### src/rtl/ed_pkg.sv
`timescale 1ns / 1ps
// ----------------------------------------------------------------------------
// ed_pkg
// Shared codes and types for the edit distance engine.
// ----------------------------------------------------------------------------
package ed_pkg;

    localparam int unsigned SYM_W  = 8;
    localparam int unsigned ACT_W  = 2;
    localparam int unsigned DIST_W = 9;

    localparam logic [ACT_W-1:0] ACT_PATTERN = 2'd0;
    localparam logic [ACT_W-1:0] ACT_TEXT    = 2'd1;
    localparam logic [ACT_W-1:0] ACT_FINISH  = 2'd2;

    typedef struct packed {
        logic             valid;
        logic [SYM_W-1:0] sym;
    } t_wave_ctl;

endpackage

### src/rtl/ed_cell.sv
`timescale 1ns / 1ps
// ----------------------------------------------------------------------------
// ed_cell
// One column of the cost table: holds a pattern byte and its cost, updates
// the cost as a text wave passes and hands the wave to the next cell.
// ----------------------------------------------------------------------------
module ed_cell
    import ed_pkg::*;
#(
    parameter int unsigned CW = 9
) (
    input  logic                  i_clk,
    input  logic                  i_rst_n,
    input  t_wave_ctl             i_wave,
    input  logic [CW-1:0]         i_diag,
    input  logic [CW-1:0]         i_left,
    input  logic                  i_load,
    input  logic [SYM_W-1:0]      i_pat,
    input  logic [CW-1:0]         i_load_cost,
    input  logic                  i_clear,
    output t_wave_ctl             o_wave,
    output logic [CW-1:0]         o_diag,
    output logic [CW-1:0]         o_new
);

    logic             r_active;
    logic [SYM_W-1:0] r_pat;
    logic [CW-1:0]    r_cost;
    t_wave_ctl        r_wave;
    logic [CW-1:0]    r_diag;
    logic [CW-1:0]    r_new;

    logic [CW-1:0]    w_min;
    logic [CW-1:0]    w_calc;

    always_comb begin
        w_min = (r_cost < i_diag) ? r_cost : i_diag;
        if (i_left < w_min) begin
            w_min = i_left;
        end
        w_calc = (i_wave.sym == r_pat) ? i_diag : CW'(w_min + 1'b1);
    end

    always_ff @(posedge i_clk) begin
        if (!i_rst_n) begin
            r_active     <= 1'b0;
            r_wave.valid <= 1'b0;
        end else begin
            r_wave.valid <= i_wave.valid;
            if (i_clear) begin
                r_active <= 1'b0;
            end else if (i_load) begin
                r_active <= 1'b1;
            end
        end
        r_wave.sym <= i_wave.sym;
        if (i_load) begin
            r_pat  <= i_pat;
            r_cost <= i_load_cost;
        end
        if (r_active && i_wave.valid) begin
            r_diag <= r_cost;
            r_new  <= w_calc;
            r_cost <= w_calc;
        end else begin
            r_diag <= i_diag;
            r_new  <= i_left;
        end
    end

    assign o_wave = r_wave;
    assign o_diag = r_diag;
    assign o_new  = r_new;

endmodule

### config.mk
export PLATFORM = sky130hd
export DESIGN_NAME = ed_cell
export DESIGN_NICKNAME = d
export VERILOG_FILES = /design/src/rtl/ed_pkg.sv /design/src/rtl/ed_cell.sv
export SDC_FILE = /design/constraint.sdc
export NUM_CORES = 1
export LEC_CHECK = 0
export ABC_AREA = 1
export ABC_CLOCK_PERIOD_IN_PS = 4900
export BUFFER_PORTS_ARGS = -buffer_cell sky130_fd_sc_hd__buf_2
export CORE_MARGIN = 2
export CORE_UTILIZATION = 50
export CTS_CLUSTER_DIAMETER = 40
export DETAILED_ROUTE_END_ITERATION = 10
export PLACE_DENSITY = 0.87
export SYNTH_ARGS = -nofsm -noshare
export SYNTH_HDL_FRONTEND = slang
export SYNTH_SLANG_ARGS = --single-unit
### constraint.sdc
create_clock -name i_clk -period 4.9 [get_ports i_clk]
set_input_delay 0.49 -clock i_clk [delete_from_list [all_inputs] [get_ports i_clk]]
set_output_delay 0.49 -clock i_clk [all_outputs]
set_load 0.005 [all_outputs]
==> impl_metrics.ini, run 1 <==
[yosys]
synthCells = 319
yosysSeqAreaShare = 0.422
synth_area_per_cell_um2 = 7.96
synth_seq_cells = 45
synth_top_area_share = 0.221
synth_nets = 383
syn_area_mm2 = 0.00254
yosys_warnings = 0
yosysTopAreaCell = dfxtp_1
synthArstFlopShare = 0
yosys-top-cells-area = dfxtp_1 (22%), edfxtp_1 (20%), nand2_1 (14%)
synth_edf_count = 17
synth.distinct_cells = 30
ys.flop_type = dfxtp_1

[cts]
cts_tree = built
cts-resized-gates = 0
cts.hold.buffers_added = 0
clock_latency_ps = 310
cts_root_buffer = clkbuf_8
cts_made_buffers = 5
htree_levels = 2
cts_sinks = 45
clock_path_buffers = 2
cts.clk_slew.worst_paths_ps = 90
cts_setup_buffers = 0

[routing]
ant_nets = 0
dr.pass1.iters = 4
num_vias = 2270
drtIter0Drc = 140
wl_um = 5740
drc = 0
vias_per_cell = 4.90
wl_per_cell_um = 12.4

[die]
io_pins = 75
core_mm2 = 0.00482
die-area_mm2 = 0.00566
die_h_um = 75.3
fp.dieW_um = 75.3
num_rows = 25
initial_core_util = 0.527

[placement]
gp_congestion = 0.902
portBuffers = 74
pre_cts_ws_ps = 700
place_hpwl_um = 4640

[grt]
grt_pass1_wl_um = 9350
gr-usage-all-layers = 0.217
gr-total-overflow = 0
antenna_found_initial = 0
grt_pass1_vias = 2178
grt_max_degree = 26

[final_layout]
most-common-layout-cells = nand2_1 (98), buf_2 (74), inv_1 (45), dfxtp_1 (28), o21ai_0 (25)
drive_above_1_share = 0.295
synthToLayoutAreaGrowth_pct = 20.9
layout_commonest_cell = nand2_1
nNetsFinal = 459
antennaDiodeCount = 0

[setup_path]
cp.required_ps = 4970
cp_max_fo = 16
cp.arrival_ps = 4060
start_kind = flop
end_kind = flop
critical_path_class = reg -> reg

[min_path]
hp-class = in -> reg

[timing]
slew_headroom = 0.484
skew_ps = 7.68
rsz0062_at_grt = no
worstMarginPinSlew_ps = 772
setup_violations = 0
slew_viol_final = 0
period_minus_slack_ps = 4000
finalCritPeriodShare = 0.815
max_freq_mhz = 250
finalHoldViolCount = 0
fin_setup_tns_ps = 0
fin_ws_ps = 905

[power]
p_per_area_mw_per_mm2 = 315
fin_total_pwr_w = 0.000966
p_leak_nw = 1.66
ir_drop_uv = 139

[flow_run]
cap_violations = 0

[run_status]
status = finished, final reports clean
[cells in the mapped netlist, types with 2 or more instances]
cell / n
a21oi_1: 4
inv_2: 2
clkbuf_1: 5
nand3_2: 2
xor2_1: 8
edfxtp_1: 17
ha_1: 16
nand3_1: 17
nand2_2: 15
inv_1: 45
o21ai_0: 25
nor2_2: 4
nand4_1: 2
nand2_8: 2
nor4_1: 2
o21ai_1: 5
nor3_1: 2
nand2_1: 98
nand2_4: 4
nor2_1: 6
o211ai_1: 2
dfxtp_1: 28
[stage by stage]
step                      instances   util  hold WS [ps]  instance area (um2)
final                           463  0.637           303                 3070
after CTS                       463  0.637           295                 3070
after floorplan                 319      -           468                 2540
after detailed placement        455  0.618           499                 2980
after global routing            463  0.637           290                 3070
after global placement          455  0.618           498                 2980
[area by class of cell]
cell class	instances	area, um2
fillers	441	1750
multi-input cells	221	1270
flip-flops and latches	45	1070
repair buffers	75	378
inverters	47	176
well taps	67	83.8
clock buffers	5	68.8
clock inverters	3	25.0
[path summary, 6_finish.rpt]
check / depth (start not counted) / from / endpoint / slack [ps]
worst min-delay path: 1 / i_wave[7] / o_wave[7] / 300
worst max register to register: 20 / r_cost[8] / r_cost[4] / 900
worst min register to register: 2 / r_active / r_active / 520
worst max-delay path: 20 / r_cost[8] / r_cost[4] / 900
[sequential cells by signal (all words and copies together) (netlist names)]
register  count
o_diag        9
o_new         9
o_wave        9
r_active      1
r_cost        9
r_pat         8
[layer usage]
| layer | wire, um | global-route usage | part of all wire |
|---|---|---|---|
| met1 | 2590 | 0.268 | 0.45 |
| met2 | 2640 | 0.379 | 0.46 |
| met3 | 391 | 0.0415 | 0.068 |
| met4 | 120 | 0.0780 | 0.021 |
| met5 | 0 | 0 | 0 |
[report_power, final]
| group | switching [W] | internal (W) | leakage, nW | total (W) |
|---|---|---|---|---|
| combinational | 0.000186 | 0.000114 | 1.21 | 0.000301 |
| clock | 0.000135 | 0.000103 | 0.0447 | 0.000238 |
| sequential | 0.00000956 | 0.000417 | 0.403 | 0.000427 |
[kinds of logic after synthesis]
kind of cell,count (synthesis),synth area share
and+or+nand+nor,158,0.304
buffers and inverters,53,0.0789
DFF,45,0.422
AOI/OAI and AO/OA,39,0.0887
adders and majority gates,16,0.0789
xor gates and xnor gates,8,0.0276
[worst max-delay path, stage by stage, from the launching register on]
cell and delay (ps):
edfxtp_1 440, ha_1 340, nand2_2 90, inv_1 60, a21oi_4 190, nand3_4 190, o21ai_0 340, inv_1 80
ha_1 290, nand2_1 50, nor3_1 480, nand2_8 140, nand2_8 120, nand2_1 70, nand2_2 100, ha_1 200
nand3_1 150, a21oi_1 170, o21ai_1 90, nand2_1 90, nand2_1 60
No activity file was read; power rests on OpenSTA's default activity.
==> inputs of run 2 (changes only) <==
ABC_CLOCK_PERIOD_IN_PS = 3880   (was 4900)
clock period = 3.88 ns   (was 4.9 ns; I/O delays follow)
==> impl_metrics.ini, run 2 (synthesized netlist as in run 1, its figures left out) <==
[run_status]
status = finished, final reports clean

[die]
core_mm2 = 0.00482
fp.dieW_um = 75.3
die_h_um = 75.3
num_rows = 25
initial_core_util = 0.527
die-area_mm2 = 0.00566
io_pins = 75

[final_layout]
drive_above_1_share = 0.321
most-common-layout-cells = nand2_1 (97), buf_2 (74), inv_1 (45), dfxtp_1 (28)
multi_input_area_mm2 = 0.00132
synthToLayoutAreaGrowth_pct = 25.4
layout.area.seq_mm2 = 0.00107
layout_commonest_cell = nand2_1
nNetsFinal = 468
antennaDiodeCount = 0
n_fill_cell = 421

[min_path]
min_path_cells = 1
hp-class = in -> reg
holdPathEnd = o_wave[7]
holdCritStartpoint = i_wave[7]

[routing]
dr.pass1.iters = 4
wl_per_cell_um = 13.2
ant_nets = 0
vias_per_cell = 4.99
drc = 0
wl_um = 6250
num_vias = 2356
drtIter0Drc = 93

[placement]
place_hpwl_um = 4850
gp_congestion = 0.884
portBuffers = 74
pre_cts_ws_ps = -18.0

[timing]
period_minus_slack_ps = 3620
setup_violations = 0
finalHoldViolCount = 0
worstMarginPinSlew_ps = 806
fin_ws_ps = 256
max_freq_mhz = 276
slew_viol_final = 0
skew_ps = 6.83
finalCritPeriodShare = 0.934
slew_headroom = 0.461
fin_setup_tns_ps = 0

[setup_path]
cp.arrival_ps = 3680
crit_start = r_cost[2]
start_kind = flop
rrSetupSlack_ps = 260
end_kind = flop
r2r-end = r_cost[2]
r2r-start = r_cost[2]
cp.required_ps = 3940
cp_max_fo = 9
rr_worst_depth = 23
critical_path_class = reg -> reg

[grt]
grt_pass1_wl_um = 9600
gr-usage-all-layers = 0.224
grt_max_degree = 26
antenna_found_initial = 0
gr-total-overflow = 0
grt_pass1_vias = 2212

[power]
ir_drop_uv = 197
p_leak_nw = 1.71
p_per_area_mw_per_mm2 = 393

[cts]
clock_latency_ps = 300
cts.clk_slew.worst_paths_ps = 90
cts_made_buffers = 5
clock_path_buffers = 2
cts_sinks = 45
cts.hold.buffers_added = 0
htree_levels = 2
cts_root_buffer = clkbuf_8
cts_tree = built

[flow_run]
cap_violations = 0
[run 2: cell type report]
class | instances | share of cell area
well taps | 67 | 0.0263
flip-flops and latches | 45 | 0.336
multi-input cells | 222 | 0.414
inverters | 47 | 0.0554
clock inverters | 3 | 0.00708
repair buffers | 83 | 0.139
clock buffers | 5 | 0.0216
[run 2: repair_timing]
item	in CTS	in global routing
endpoints found under the setup margin	0	12
buffers inserted	0	2
resized for setup	0	17
[run 2: layer usage]
layer	part of all wire	track usage	wire length (um)	vias up
met5	0	0	0	-
met4	0.027	0.0858	167	0
met3	0.059	0.0442	366	16
met2	0.49	0.396	3040	74
met1	0.43	0.268	2680	1079
li1	-	-	-	1187
[run 2: how the worst max path moves through the flow]
stage,end,slack [ps],cells after the start
floorplan,r_cost[2],70,22
detailed placement,r_cost[2],-20,25
global route,r_cost[8],-20,24
finish,r_cost[2],260,23
global placement,r_cost[2],80,26
CTS,r_cost[2],80,23
[run 2: through the flow]
step                       util  total power, W  instances  hold slack, ps  area [um2]
final                     0.661         0.00125        472             201        3180
after global routing      0.661         0.00132        472             201        3180
after CTS                 0.646         0.00123        469             202        3110
after detailed placement  0.627        0.000943        461             500        3020
after global placement    0.627        0.000930        461             500        3020
after floorplan               -        0.000816        319             416        2540
[run 2: power breakdown]
group          leakage [nW]  switching [W]  internal, W
registers             0.403      0.0000126     0.000527
logic                  1.27       0.000249     0.000167
clock network        0.0364       0.000169     0.000126
total                  1.71       0.000431     0.000820
[run 2: critical path: stages (launching register included)]
cell and delay [ps]:
edfxtp_1 410, ha_1 320, nand2_1 90, nand2_1 70, nand2_1 60, nand2_1 60
nand2_2 140, nand3_4 150, o21ai_4 170, inv_1 70, ha_1 290, a21oi_1 140
nor3_1 70, a211oi_2 170, buf_6 180, nand2_8 50, nand2_1 60, nand2_2 70
ha_1 230, or2_0 220, nand3_1 80, o21ai_1 80, nand2_1 100, nand2_1 70
==> inputs of run 3 (changes only) <==
CORE_MARGIN = 3   (was 2)
REMOVE_ABC_BUFFERS = 1   (was not set)
==> impl_metrics.ini, run 3 (synthesized netlist as in run 1, its figures left out) <==
[run_status]
status = finished, final reports clean

[setup_path]
end_kind = flop
rr_worst_depth = 23
critical_path_class = reg -> reg
cp.arrival_ps = 3730
cp.required_ps = 3940
start_kind = flop
cp_max_fo = 9
rrSetupSlack_ps = 210

[timing]
finalHoldViolCount = 0
slew_headroom = 0.468
period_minus_slack_ps = 3670
finalCritPeriodShare = 0.946
rsz0062_at_grt = yes
worstMarginPinSlew_ps = 796
skew_ps = 8.10
max_freq_mhz = 272
slew_viol_final = 0
fin_ws_ps = 209
setup_violations = 0
finalHoldWorstSlack_ps = 204

[cts]
clock_path_buffers = 2
cts.hold.buffers_added = 0
clock_latency_ps = 300
cts_made_buffers = 5
htree_levels = 2
cts_tree = built
cts.clk_slew.worst_paths_ps = 90
cts_root_buffer = clkbuf_8
cts_sinks = 45

[min_path]
min_path_cells = 1
hp-class = in -> reg

[routing]
ant_nets = 0
dr.pass1.iters = 4
wl_per_cell_um = 13.1
wl_um = 6160
vias_per_cell = 5.02
drtIter0Drc = 165
drc = 0
num_vias = 2363

[final_layout]
nNetsFinal = 467
drive_above_1_share = 0.327
stdcell_count = 471
multi_input_area_mm2 = 0.00133
antennaDiodeCount = 0
layout_commonest_cell = nand2_1
most-common-layout-cells = nand2_1 (97), buf_2 (74), inv_1 (45), dfxtp_1 (28), o21ai_0 (18)
n_fill_cell = 426
synthToLayoutAreaGrowth_pct = 25.5
layout.area.seq_mm2 = 0.00107

[placement]
pre_cts_ws_ps = -131
gp_congestion = 0.898
place_hpwl_um = 4790
portBuffers = 74
placed_cells = 458

[power]
p_leak_nw = 1.72
ir_drop_uv = 213
p_per_area_mw_per_mm2 = 393
fin_total_pwr_w = 0.00125

[grt]
grt_max_degree = 26
antenna_found_initial = 0
grt_pass1_wl_um = 10100
grt_pass1_vias = 2295
gr-total-overflow = 0
gr-usage-all-layers = 0.209

[die]
die_h_um = 77.3
num_rows = 25
io_pins = 75
die-area_mm2 = 0.00597
fp.dieW_um = 77.3
core_mm2 = 0.00482
initial_core_util = 0.527

[flow_run]
cap_violations = 0
==> run 3: timing repair <==
action | 4_1_cts | 5_1_grt
cloned | 0 | 1
pin swaps | 0 | 3
endpoints found under the setup margin | 1 | 10
setup buffers | 0 | 4
resized for setup | 1 | 18
==> run 3: power breakdown <==
part | internal (W) | total [W] | switching [W]
registers | 0.000527 | 0.000539 | 0.0000124
clock network | 0.000131 | 0.000301 | 0.000169
logic | 0.000163 | 0.000413 | 0.000250
total | 0.000821 | 0.00125 | 0.000432
==> run 3: worst paths after layout <==
path | startpoint | end
worst min register to register | r_cost[5] | o_diag[5]
worst min-delay path | i_wave[2] | o_wave[2]
worst max register to register | r_cost[8] | r_cost[2]
worst max-delay path | r_cost[8] | r_cost[2]
==> run 3: critical path, stage by stage (launching register included) <==
cell	delay (ps)
edfxtp_1	440
ha_1	340
nand2_2	130
inv_1	80
a21oi_4	180
buf_4	150
nand3_4	110
nand2_1	90
o21ai_2	60
inv_1	70
ha_1	240
a21oi_1	160
nor3_2	60
a211oi_2	160
buf_6	180
nand2_8	80
nand2_1	70
nand2_2	70
ha_2	200
or2_0	220
nand3_1	90
o21ai_1	90
nand2_1	100
nand2_1	60
==> run 3: final cells by class <==
class	count	area share
timing repair buffer	82	0.136
tap	67	0.0263
multi-input combinational	222	0.416
inverter	47	0.0554
sequential	45	0.336
clock buffer	5	0.0216
clock inverter	3	0.00786
==> run 3: per-stage QoR <==
stage	util	TNS (ps)	area, um2
2_1_floorplan	-	0	2510
3_3_place_gp	0.623	-112	3000
4_1_cts	0.642	0	3090
6_report	0.661	0	3190
5_1_grt	0.661	-35.6	3190
3_5_place_dp	0.623	-146	3000
==> run 3: layer usage <==
| metal | wire length, um | track usage | vias to the layer above |
|---|---|---|---|
| met2 | 3130 | 0.371 | 90 |
| met1 | 2520 | 0.250 | 1074 |
| li1 | - | - | 1189 |
| met4 | 118 | 0.0694 | 0 |
| met3 | 394 | 0.0423 | 10 |
| met5 | 0 | 0 | - |
